File: src/rtl/sstq_pkg.sv
// Package for the sorted sleep timer queue: field widths, time scale constants.
// No dependencies; imported by the top level, sorted_sleep_timer_queue_unit.
package sstq_pkg;

  localparam int unsigned SLOTS_DEF = 64;   // default slot count
  localparam int unsigned MAX_OUT   = 64;   // releases per tick at most
  localparam int unsigned ID_W      = 16;
  localparam int unsigned SECS_W    = 16;
  localparam int unsigned TICK_W    = 32;
  localparam int unsigned WAKE_W    = 40;
  localparam int unsigned SECS_MS   = 1000; // milliseconds per second
  localparam int unsigned TICK_MS   = 100;  // milliseconds per tick
  localparam int unsigned PS_W      = SECS_W + 10; // seconds product width
  localparam int unsigned PT_W      = TICK_W + 7;  // tick product width
  localparam int unsigned CNT_W     = $clog2(MAX_OUT);

endpackage

File: src/rtl/sstq_ram.sv
// Single-port-write, single-port-read RAM with registered read data.
// A read of the address written in the same cycle returns the new data.
module sstq_ram #(
  parameter int unsigned DEPTH = 64,
  parameter int unsigned WIDTH = 8
) (
  input  logic                     clk_i,
  input  logic                     we_i,
  input  logic [$clog2(DEPTH)-1:0] waddr_i,
  input  logic [WIDTH-1:0]         wdata_i,
  input  logic [$clog2(DEPTH)-1:0] raddr_i,
  output logic [WIDTH-1:0]         rdata_o
);

  logic [WIDTH-1:0] mem [DEPTH];
  logic [WIDTH-1:0] rdata_q;

  always_ff @(posedge clk_i) begin
    if (we_i) begin
      mem[waddr_i] <= wdata_i;
    end
  end

  always_ff @(posedge clk_i) begin
    if (we_i && (waddr_i == raddr_i)) begin
      rdata_q <= wdata_i;
    end else begin
      rdata_q <= mem[raddr_i];
    end
  end

  assign rdata_o = rdata_q;

endmodule

File: src/rtl/sorted_sleep_timer_queue_unit.sv
// Sorted sleep timer queue, top level.
// Uses sstq_pkg and three sstq_ram instances (wake time, owner, link).
//
// Usage:
//   Input channel (in_valid_i / in_stall_o) carries one transaction per
//   request: func_i = 0 is a sleep request (process_id_i, sleep_seconds_i),
//   func_i = 1 is a clock tick. Output channel (out_valid_o / out_stall_i)
//   carries one transaction per woken process, last_of_run_o marking the
//   final release of a tick. A sleep request produces no output.
//   The block works on one request at a time; in_stall_o is high while a
//   request is in progress.
// Sequencing:
//   Sleep: the id is reduced to its slot (reciprocal multiply in ST_MOD, then
//   subtract in ST_MOD_SUB), then the queue is walked one entry per cycle to
//   unlink an old entry of the same slot, and again one entry per cycle to
//   find the insertion point.
//   Tick: one entry is released per cycle unless the output stalls (up to
//   64), each release being a read of the linked-list memory.
// Reset: tick counter cleared, queue empty. Entry memories are not cleared;
//   an entry is read only after a sleep request has written it.
// Receiver stall: the output register holds its transaction; the release
//   walk pauses with its memory read held until the register frees.
module sorted_sleep_timer_queue_unit
  import sstq_pkg::*;
#(
  parameter int unsigned SLOTS = SLOTS_DEF
) (
  input  logic              clk_i,
  input  logic              rst_ni,
  input  logic              in_valid_i,
  output logic              in_stall_o,
  input  logic              func_i,
  input  logic [ID_W-1:0]   process_id_i,
  input  logic [SECS_W-1:0] sleep_seconds_i,
  output logic              out_valid_o,
  input  logic              out_stall_i,
  output logic [ID_W-1:0]   woken_process_o,
  output logic              last_of_run_o
);

  localparam int unsigned SLOT_W = $clog2(SLOTS);
  localparam int unsigned LINK_W = $clog2(SLOTS + 1);
  localparam logic [LINK_W-1:0] NIL     = LINK_W'(SLOTS);
  // slot = id - floor(id * MOD_MUL / 2^MOD_SH) * SLOTS, exact for every id
  localparam int unsigned MOD_SH = ID_W + $clog2(SLOTS);
  localparam int unsigned MUL_W  = ID_W + 2;
  localparam int unsigned PROD_W = MOD_SH + ID_W;
  localparam logic [MUL_W-1:0] MOD_MUL =
    MUL_W'(((64'd1 << MOD_SH) + 64'(SLOTS) - 64'd1) / 64'(SLOTS));

  typedef enum logic [3:0] {
    ST_IDLE, ST_MOD, ST_MOD_SUB, ST_TO_START, ST_TO_HEAD, ST_TO_WALK, ST_TO_UNLINK,
    ST_INS_START, ST_INS_CMP, ST_INS_WALK, ST_INS_LINK,
    ST_TK_MUL, ST_TK_HEAD, ST_TK_FIRST, ST_TK_NEXT, ST_TK_LAST
  } state_e;

  state_e state_q, state_d;
  logic [CNT_W-1:0]  cnt_q, cnt_d;
  logic [LINK_W-1:0] head_q, head_d;
  logic [TICK_W-1:0] tick_q, tick_d;
  logic              func_q;
  logic [ID_W-1:0]   id_q, quot_q, quot_d;
  logic [SECS_W-1:0] secs_q;
  logic [SLOT_W-1:0] slot_q, slot_d;
  logic [SLOT_W-1:0] cur_q, cur_d;
  logic [LINK_W-1:0] nxt_q, nxt_d;
  logic [ID_W-1:0]   cand_q, cand_d;
  logic [PS_W-1:0]   prod_s_q;
  logic [PT_W-1:0]   prod_t_q;
  logic [WAKE_W-1:0] wake_q;
  logic              out_valid_q;
  logic [ID_W-1:0]   out_id_q;
  logic              out_last_q;

  // memory ports
  logic [SLOT_W-1:0] raddr;
  logic              ent_we;
  logic              link_we;
  logic [SLOT_W-1:0] link_waddr;
  logic [LINK_W-1:0] link_wdata;
  logic [WAKE_W-1:0] rd_wake;
  logic [ID_W-1:0]   rd_owner;
  logic [LINK_W-1:0] rd_link;

  logic              accept, out_free, emit, emit_last, qual;
  logic [PROD_W-1:0] mod_prod;
  logic [ID_W-1:0]   mod_sub;
  logic [WAKE_W-1:0] now;
  logic [LINK_W-1:0] slot_ext;

  assign accept    = in_valid_i && (state_q == ST_IDLE);
  assign out_free  = !out_valid_q || !out_stall_i;
  assign now       = WAKE_W'(prod_t_q);
  assign slot_ext  = LINK_W'(slot_q);
  assign mod_prod  = PROD_W'(id_q) * PROD_W'(MOD_MUL);
  assign mod_sub   = id_q - ID_W'(quot_q * SLOTS);
  assign qual      = (now >= rd_wake) && (cnt_q < CNT_W'(MAX_OUT - 1));

  sstq_ram #(.DEPTH(SLOTS), .WIDTH(WAKE_W)) u_wake_ram (
    .clk_i, .we_i(ent_we), .waddr_i(slot_q), .wdata_i(wake_q),
    .raddr_i(raddr), .rdata_o(rd_wake)
  );
  sstq_ram #(.DEPTH(SLOTS), .WIDTH(ID_W)) u_owner_ram (
    .clk_i, .we_i(ent_we), .waddr_i(slot_q), .wdata_i(id_q),
    .raddr_i(raddr), .rdata_o(rd_owner)
  );
  sstq_ram #(.DEPTH(SLOTS), .WIDTH(LINK_W)) u_link_ram (
    .clk_i, .we_i(link_we), .waddr_i(link_waddr), .wdata_i(link_wdata),
    .raddr_i(raddr), .rdata_o(rd_link)
  );

  always_comb begin
    state_d    = state_q;
    cnt_d      = cnt_q;
    head_d     = head_q;
    tick_d     = tick_q;
    quot_d     = quot_q;
    slot_d     = slot_q;
    cur_d      = cur_q;
    nxt_d      = nxt_q;
    cand_d     = cand_q;
    raddr      = head_q[SLOT_W-1:0];
    ent_we     = 1'b0;
    link_we    = 1'b0;
    link_waddr = slot_q;
    link_wdata = NIL;
    emit       = 1'b0;
    emit_last  = 1'b0;
    unique case (state_q)
      ST_IDLE: begin
        if (accept) begin
          if (func_i) begin
            tick_d  = tick_q + 1'b1;
            state_d = ST_TK_MUL;
          end else begin
            state_d = ST_MOD;
          end
        end
      end
      // quotient by reciprocal multiplication
      ST_MOD: begin
        quot_d  = mod_prod[PROD_W-1:MOD_SH];
        state_d = ST_MOD_SUB;
      end
      // remainder: slot = id modulo SLOTS
      ST_MOD_SUB: begin
        slot_d  = SLOT_W'(mod_sub);
        state_d = ST_TO_START;
      end
      ST_TO_START: begin
        if (head_q == NIL) begin
          state_d = ST_INS_START;
        end else if (head_q == slot_ext) begin
          raddr   = slot_q;
          state_d = ST_TO_HEAD;
        end else begin
          cur_d   = head_q[SLOT_W-1:0];
          state_d = ST_TO_WALK;
        end
      end
      ST_TO_HEAD: begin
        head_d  = rd_link;
        state_d = ST_INS_START;
      end
      ST_TO_WALK: begin
        if (rd_link == NIL) begin
          state_d = ST_INS_START;
        end else if (rd_link == slot_ext) begin
          raddr   = slot_q;
          state_d = ST_TO_UNLINK;
        end else begin
          cur_d = rd_link[SLOT_W-1:0];
          raddr = rd_link[SLOT_W-1:0];
        end
      end
      ST_TO_UNLINK: begin
        link_we    = 1'b1;
        link_waddr = cur_q;
        link_wdata = rd_link;
        state_d    = ST_INS_START;
      end
      ST_INS_START: begin
        ent_we = 1'b1;
        if (head_q == NIL) begin
          link_we = 1'b1;
          head_d  = slot_ext;
          state_d = ST_IDLE;
        end else begin
          state_d = ST_INS_CMP;
        end
      end
      ST_INS_CMP: begin
        cur_d = head_q[SLOT_W-1:0];
        if (wake_q < rd_wake) begin
          link_we    = 1'b1;
          link_wdata = head_q;
          head_d     = slot_ext;
          state_d    = ST_IDLE;
        end else if (rd_link == NIL) begin
          link_we = 1'b1;
          state_d = ST_INS_LINK;
        end else begin
          nxt_d   = rd_link;
          raddr   = rd_link[SLOT_W-1:0];
          state_d = ST_INS_WALK;
        end
      end
      // equal wake times stay ahead of the new entry
      ST_INS_WALK: begin
        if (rd_wake > wake_q) begin
          link_we    = 1'b1;
          link_wdata = nxt_q;
          state_d    = ST_INS_LINK;
        end else begin
          cur_d = nxt_q[SLOT_W-1:0];
          if (rd_link == NIL) begin
            link_we = 1'b1;
            state_d = ST_INS_LINK;
          end else begin
            nxt_d = rd_link;
            raddr = rd_link[SLOT_W-1:0];
          end
        end
      end
      ST_INS_LINK: begin
        link_we    = 1'b1;
        link_waddr = cur_q;
        link_wdata = slot_ext;
        state_d    = ST_IDLE;
      end
      ST_TK_MUL: begin
        state_d = ST_TK_HEAD;
      end
      ST_TK_HEAD: begin
        state_d = (head_q == NIL) ? ST_IDLE : ST_TK_FIRST;
      end
      ST_TK_FIRST: begin
        if (now >= rd_wake) begin
          cand_d = rd_owner;
          head_d = rd_link;
          cnt_d  = '0;
          if (rd_link == NIL) begin
            state_d = ST_TK_LAST;
          end else begin
            raddr   = rd_link[SLOT_W-1:0];
            state_d = ST_TK_NEXT;
          end
        end else begin
          state_d = ST_IDLE;
        end
      end
      // hold the read of the new head while the output register is full
      ST_TK_NEXT: begin
        if (out_free) begin
          emit      = 1'b1;
          emit_last = !qual;
          if (qual) begin
            cand_d = rd_owner;
            head_d = rd_link;
            cnt_d  = cnt_q + 1'b1;
            if (rd_link == NIL) begin
              state_d = ST_TK_LAST;
            end else begin
              raddr = rd_link[SLOT_W-1:0];
            end
          end else begin
            state_d = ST_IDLE;
          end
        end
      end
      ST_TK_LAST: begin
        if (out_free) begin
          emit      = 1'b1;
          emit_last = 1'b1;
          state_d   = ST_IDLE;
        end
      end
      default: begin
        state_d = ST_IDLE;
      end
    endcase
  end

  always_ff @(posedge clk_i or negedge rst_ni) begin
    if (!rst_ni) begin
      state_q     <= ST_IDLE;
      cnt_q       <= '0;
      head_q      <= NIL;
      tick_q      <= '0;
      out_valid_q <= 1'b0;
    end else begin
      state_q <= state_d;
      cnt_q   <= cnt_d;
      head_q  <= head_d;
      tick_q  <= tick_d;
      if (emit) begin
        out_valid_q <= 1'b1;
      end else if (!out_stall_i) begin
        out_valid_q <= 1'b0;
      end
    end
  end

  // payload registers
  always_ff @(posedge clk_i) begin
    if (accept) begin
      func_q <= func_i;
      id_q   <= process_id_i;
      secs_q <= sleep_seconds_i;
    end
    quot_q   <= quot_d;
    slot_q   <= slot_d;
    cur_q    <= cur_d;
    nxt_q    <= nxt_d;
    cand_q   <= cand_d;
    prod_s_q <= PS_W'(secs_q) * PS_W'(SECS_MS);
    prod_t_q <= PT_W'(tick_q) * PT_W'(TICK_MS);
    wake_q   <= WAKE_W'(prod_s_q) + WAKE_W'(prod_t_q);
    if (emit) begin
      out_id_q   <= cand_q;
      out_last_q <= emit_last;
    end
  end

  assign in_stall_o      = (state_q != ST_IDLE);
  assign out_valid_o     = out_valid_q;
  assign woken_process_o = out_id_q;
  assign last_of_run_o   = out_last_q;

  a_head_range: assert property (@(posedge clk_i) disable iff (!rst_ni)
    head_q <= NIL)
    else $error("queue head beyond empty marker");

  a_sleep_silent: assert property (@(posedge clk_i) disable iff (!rst_ni)
    emit |-> func_q)
    else $error("release issued during a sleep request");

  a_run_bound: assert property (@(posedge clk_i) disable iff (!rst_ni)
    cnt_q <= CNT_W'(MAX_OUT - 1))
    else $error("release count beyond per-tick limit");

  a_emit_free: assert property (@(posedge clk_i) disable iff (!rst_ni)
    emit |-> (!out_valid_q || !out_stall_i))
    else $error("release overwrote a stalled result");

endmodule
File: config.mk
export PLATFORM = sky130hd
export DESIGN_NAME = sorted_sleep_timer_queue_unit
export DESIGN_NICKNAME = d
export VERILOG_FILES = /design/src/rtl/sstq_pkg.sv /design/src/rtl/sstq_ram.sv /design/src/rtl/sorted_sleep_timer_queue_unit.sv
export SDC_FILE = /design/constraint.sdc
export NUM_CORES = 2
export LEC_CHECK = 0
export BUFFER_PORTS_ARGS = -buffer_cell sky130_fd_sc_hd__buf_2
export CAP_MARGIN = 20
export CORE_MARGIN = 2
export CORE_UTILIZATION = 35
export CTS_CLUSTER_DIAMETER = 200
export DETAILED_ROUTE_END_ITERATION = 10
export GPL_ROUTABILITY_DRIVEN = 0
export PLACE_DENSITY_LB_ADDON = 0.25
export SLEW_MARGIN = 20
export SYNTH_ARGS = -nofsm -noshare
export SYNTH_HDL_FRONTEND = slang
export SYNTH_SLANG_ARGS = --single-unit
File: constraint.sdc
create_clock -name clk_i -period 23.2 [get_ports clk_i]
set_input_delay 2.32 -clock clk_i [delete_from_list [all_inputs] [get_ports clk_i]]
set_output_delay 2.32 -clock clk_i [all_outputs]
set_load 0.02 [all_outputs]
### After elaboration in Yosys (flattened, before gate mapping)

Memories as Yosys holds them, arrays and structs flattened. A register that Yosys moved wholly into a read port is not among the register bits.
Cells that the tools add are included.
W data, S select, Z words.

* $add $sub $neg: 4
* $mul: 2
* magnitude comparators: 4
* equality and inequality tests: 36
* muxes and demuxes: 74
* reductions and logical operators: 21

Operators with widths (count)
* $mux W6: 19
* $mux W7: 10
* $pmux W4 S15: 1
* $mux W4: 14
* $mux W16: 3
* $add A26 B39 Y40: 1
* $ge A39 B40 Y1: 1
* $gt A40 B40 Y1: 1
* $lt A40 B40 Y1: 1
* $mul A32 B5 Y37 const B: 1
* $pmux W6 S6: 1
* $pmux W7 S5: 1
* $add A32 B1 Y32 const B: 1
* $eq A4 B4 Y1 const B: 8
* $pmux W16 S2: 1
* $pmux W7 S4: 1
* $ne A2 B2 Y1 const B: 13
* $pmux W6 S4: 1
* $mul A16 B7 Y23 const B: 1
* $reduce_and A6 Y1: 3
* $eq A4 B3 Y1 const B: 4
* $mux W1: 16
* $eq A7 B6 Y1: 2
* $eq A7 B7 Y1 const B: 2
* other kinds (22): 34

* bits in registers: 234
* memory bits (writable): 4032
* bits of input ports: 37
* logic and storage cells: 160
* memories kept: 3

Memory list
* u_wake_ram.mem: words 64, width 40, rd ports 1, clocked after Yosys merged registers in 1, wr ports 1, RTL line sstq_ram.sv:15 `logic [WIDTH-1:0] mem [DEPTH];`
* u_owner_ram.mem: words 64, width 16, rd ports 1, clocked after Yosys merged registers in 1, wr ports 1, RTL line sstq_ram.sv:15
* u_link_ram.mem: words 64, width 7, rd ports 1, clocked after Yosys merged registers in 1, wr ports 1, RTL line sstq_ram.sv:15

### Depth between registers and ports, before layout

* word-level depth: 6
* mapped depth: 27
* depth with buffers taken out: 18

### Cells and area by module

A second synthesis with hierarchy kept.

* cell total of the unflattened synthesis: 8476
* area, all modules: 171448.2 um^2

Modules (own cells, without submodules)
* sstq_ram (u_wake_ram): times used 1, cells an instance 4161, area each 97155.7 um^2, seq. area each 76993.8 um^2
* sstq_ram (u_owner_ram): times used 1, cells an instance 1819, area each 39842.0 um^2, seq. area each 30869.6 um^2
* sstq_ram (u_link_ram): times used 1, cells an instance 834, area each 17641.9 um^2, seq. area each 13573.0 um^2
* sorted_sleep_timer_queue_unit: times used 1, cells an instance 1662, area each 16808.6 um^2, seq. area each 5736.8 um^2

### Worst setup path after synthesis

OpenSTA, ideal clock, no wires.

* kind: flip-flop to flip-flop
* start: reg with a tool-made name
* end: mem u_link_ram.mem[0][6] in the netlist's numbering, data pin
* library setup time: 0.588 ns
* data arrival time: 6.908 ns
* slack: 15.704 ns
* stages on the path, launching flop included: 21
* cell sequence: dfxtp_1 -> buf_6 -> buf_8 -> buf_6 -> buf_6 -> buf_2 -> buf_2 -> clkbuf_1 -> buf_1 -> mux4_2 -> mux4_2 -> mux4_2 -> ha_1 -> a21o_1 -> a21o_1 -> a21oi_1 -> o21ai_0 -> a211o_1 -> a21oi_1 -> nor2_1 -> a31oi_1

RTL lines (RTL line)
* end, declared: sstq_ram.sv:15

==> results by group <==
Run status
  – Status: finished, final reports clean

Clock tree
  – CTS Hold Buffers Added: 0
  – CTS clk-pin slew, worst paths: 0.06 ns
  – CTS tree: yes
  – CTS root buf: clkbuf_16
  – Inserted Clock Buffers: 420
  – CTS resizes: 0
  – Post-CTS Setup Repair Bufs: 0
  – CTS H-tree lvls: 5
  – Max Buffers Root-to-Sink: 4
  – Clock latency on the worst-skew pair: ~1.0 ns
  – CTS sink cnt: 4142

Yosys
  – Netlist cell types: 83
  – Cell area after synthesis: between 150000 and 200000 um^2
  – Syn Nets: 8001
  – Ys Warns: 0
  – Synth Register Bits: 4142
  – Asr flop ratio synth: 0.0121
  – Number of synthesized flops with an enable pin: 3988
  – Syn Inst Count: between 7000 and 8000
  – Syn avg cell area: approximately 22 um^2
  – Seq/Total Area, Yosys: 0.743
  – Top_reg_cell synth: edfxtp_1

Worst setup path
  – Cell with the most instances on the worst path: buf_4
  – CP Class: flop to flop
  – CP peak stage delay: 0.88 ns
  – Slowest CP cell: dfxtp_4
  – Startpoint Class: flop
  – CP Cell Sequence: buf_4, buf_4, buf_4, buf_4, mux4_2, mux4_2, mux4_2, ha_1, nor2b_1, o21ai_0, a211o_1, o211ai_1, a21oi_1, buf_4, o21ba_4, o21ai_4, nand3_4, nor2_1
  – Crit. End Element: flop
  – FF-to-FF path depth: 18
  – Crit path DAT: 9.89 ns
  – Crit Path Max Fanout: 42
  – Worst EP required: 23.80 ns

Finish
  – Final net count: about 8400
  – Post-route insts no fill: 14592
  – Fin util: 0.400
  – Layout cell share with drive strength beyond 1: 0.271
  – Commonest non-fill, non-tap cell in the layout: edfxtp_1
  – Layout area overhead: 13.9%
  – Design area: 189000 um^2
  – Commonest cells after routing, fill and taps aside: edfxtp_1 (3988), mux4_2 (1193), clkbuf_16 (428)

Min path
  – Worst min path class: flop to flop
  – WHS Path Cells: 0
  – Hold wc startpoint: cand_q[11]

STA
  – Tmin final: about 9.3 ns
  – Setup_tns: 0 ns
  – Peak Freq: 108 MHz
  – Tcrit/Tclk final: 0.400
  – RSZ-0062 raised after global routing: no
  – Relative slew margins: 0.269
  – Worst hold slack: 0.426 ns
  – Max Slew Vio Count: 0
  – Clk_skew: 0.0561 ns
  – Hold Fails Final Rpt: 0
  – Final setup fails: 0
  – Worst Tran Pin Value: 1.10 ns

Die
  – Die height: ~700 um
  – Core box area: 471000 um^2
  – Die area: 479000 um^2
  – Row count: 252
  – # IOs: 56
  – Starting Density: 0.352
  – Die width: between 600 and 700 um

Global routing
  – Pin count of the biggest net entering global routing: ~140
  – Vias in the first global route: 82057
  – Total Routing Usage GR: 0.199
  – Met3 usage: 0.0286
  – GR met2 Demand/Resource: 0.322
  – First-pass GRT wire length: 671 mm
  – Global route hottest layer: met2
  – Grt total ovfl: 0
  – Met1 Use GR: 0.283
  – Initial antenna violation count: 29

Routing
  – Drt total wl: 485 mm
  – Vias per inst: 5.62
  – 1st-pass router iterations: 6
  – Remaining antenna violation count after routing: 0
  – DRC: 0
  – First DRT Iteration DRCs: 11057
  – DR WL/cell: 33.2 um
  – Via count: 81964

Place
  – Post-placement cell area: ~170000 um^2
  – DP Wirelength: 265 mm
  – Placed cells: 13806
  – IO buf count: 55

Job
  – Max Cap Violations: 0

Power
  – Lkg Pwr: 59.3 nW
  – PwrDens: about 120 nW/um^2
  – Peak VDD IR: 100 uV
through the flow:
stage | worst slack (ns) | power, W
after floorplan | 15.70 | 0.0138
after global placement | 13.74 | 0.0160
after detailed placement | 13.67 | 0.0160
after CTS | 13.67 | 0.0228
after global routing | 13.31 | 0.0235
final | 13.91 | 0.0227
worst max-delay path, delay by kind of cell (launching register included):
family	cells	cell delay, ns
buffers and inverters	5	3.02
multiplexers	3	1.71
AO/OA/AOI/OAI	6	1.63
AND/OR/NAND/NOR	3	1.11
flip-flops	1	0.88
adder cells (fa/ha/maj)	1	0.35
routing by layer:
metal	wire [um]	vias up
met1	203000	45128
met3	36800	665
met4	12400	8
met5	61	-
li1	-	32504
met2	233000	3659
path summary, 6_finish.rpt:
path,end,slack (ns)
hold reg to reg,woken_process_o[11],0.43
setup reg to reg,u_link_ram.mem[5][3],13.91
min in group asynchronous,tick_q[15],1.44
max in group asynchronous,head_q[4],21.25
setup / recovery,u_link_ram.mem[5][3],13.91
hold / removal,woken_process_o[11],0.43
report_power, final:
group          internal [W]  total [W]  switching (W)
Sequential          0.00892    0.00935       0.000433
Combinational       0.00280    0.00651        0.00372
Clock               0.00389    0.00682        0.00293
Total                0.0156     0.0227        0.00708
synthesized netlist by cell type (all sizes together) (5+ instances only):
master | number | area [um^2]
nor3 | 46 | 230
and3 | 24 | 150
or3 | 12 | 75.1
clkbuf | 178 | 668
inv | 324 | 1220
nor4 | 8 | 71.3
xnor2 | 89 | 780
o211ai | 11 | 82.6
a211oi | 15 | 113
a221o | 8 | 80.1
a21boi | 5 | 37.5
o21bai | 8 | 60.1
a31oi | 18 | 113
dfxtp | 104 | 2080
a2111oi | 8 | 70.1
o21ai | 63 | 327
and4 | 10 | 87.6
dfrtp | 49 | 1230
buf | 151 | 718
a22oi | 48 | 360
o31ai | 12 | 90.1
nand4 | 18 | 113
nand3b | 6 | 45.0
nand2 | 134 | 503
mux4 | 1193 | 26900
nor3b | 9 | 67.6
nor2b | 33 | 206
mux2i | 98 | 981
nand3 | 61 | 405
and2 | 9 | 56.3
a21o | 35 | 263
xor2 | 39 | 342
o22ai | 22 | 138
or2 | 9 | 56.3
fa | 82 | 1640
nand2b | 22 | 138
ha | 252 | 3150
nor2 | 223 | 837
mux2 | 27 | 304
a41oi | 6 | 52.6
a21oi | 94 | 474
edfxtp | 3988 | 120000
o21a | 25 | 188
state kept, by name, indices dropped and copies added (netlist names), 23 cells and up, named ones only:
name	cells
u_link_ram.mem	448
u_owner_ram.mem	1024
wake_q	38
u_wake_ram.mem	2432
prod_s_q	23
prod_t_q	37
tick_q	32
final cells by class:
cell class | instances | area [um^2]
clock buffers | 507 | 11100
fillers | 41162 | 283000
diodes | 6 | 15.0
repair buffers | 284 | 2120
multi-input cells | 2834 | 40700
flip-flops and latches | 4142 | 123000
inverters | 325 | 1230
well taps | 6223 | 7790
clock inverters | 271 | 2680
cells by family after synthesis:
logic type,share of synthesized area
compound gates,0.0172
xor+xnor,0.00676
fa+ha+maj,0.0289
buf+inv,0.0157
flops,0.743
mux,0.170
simple gates,0.0189
No activity file was read; power rests on OpenSTA's default activity.
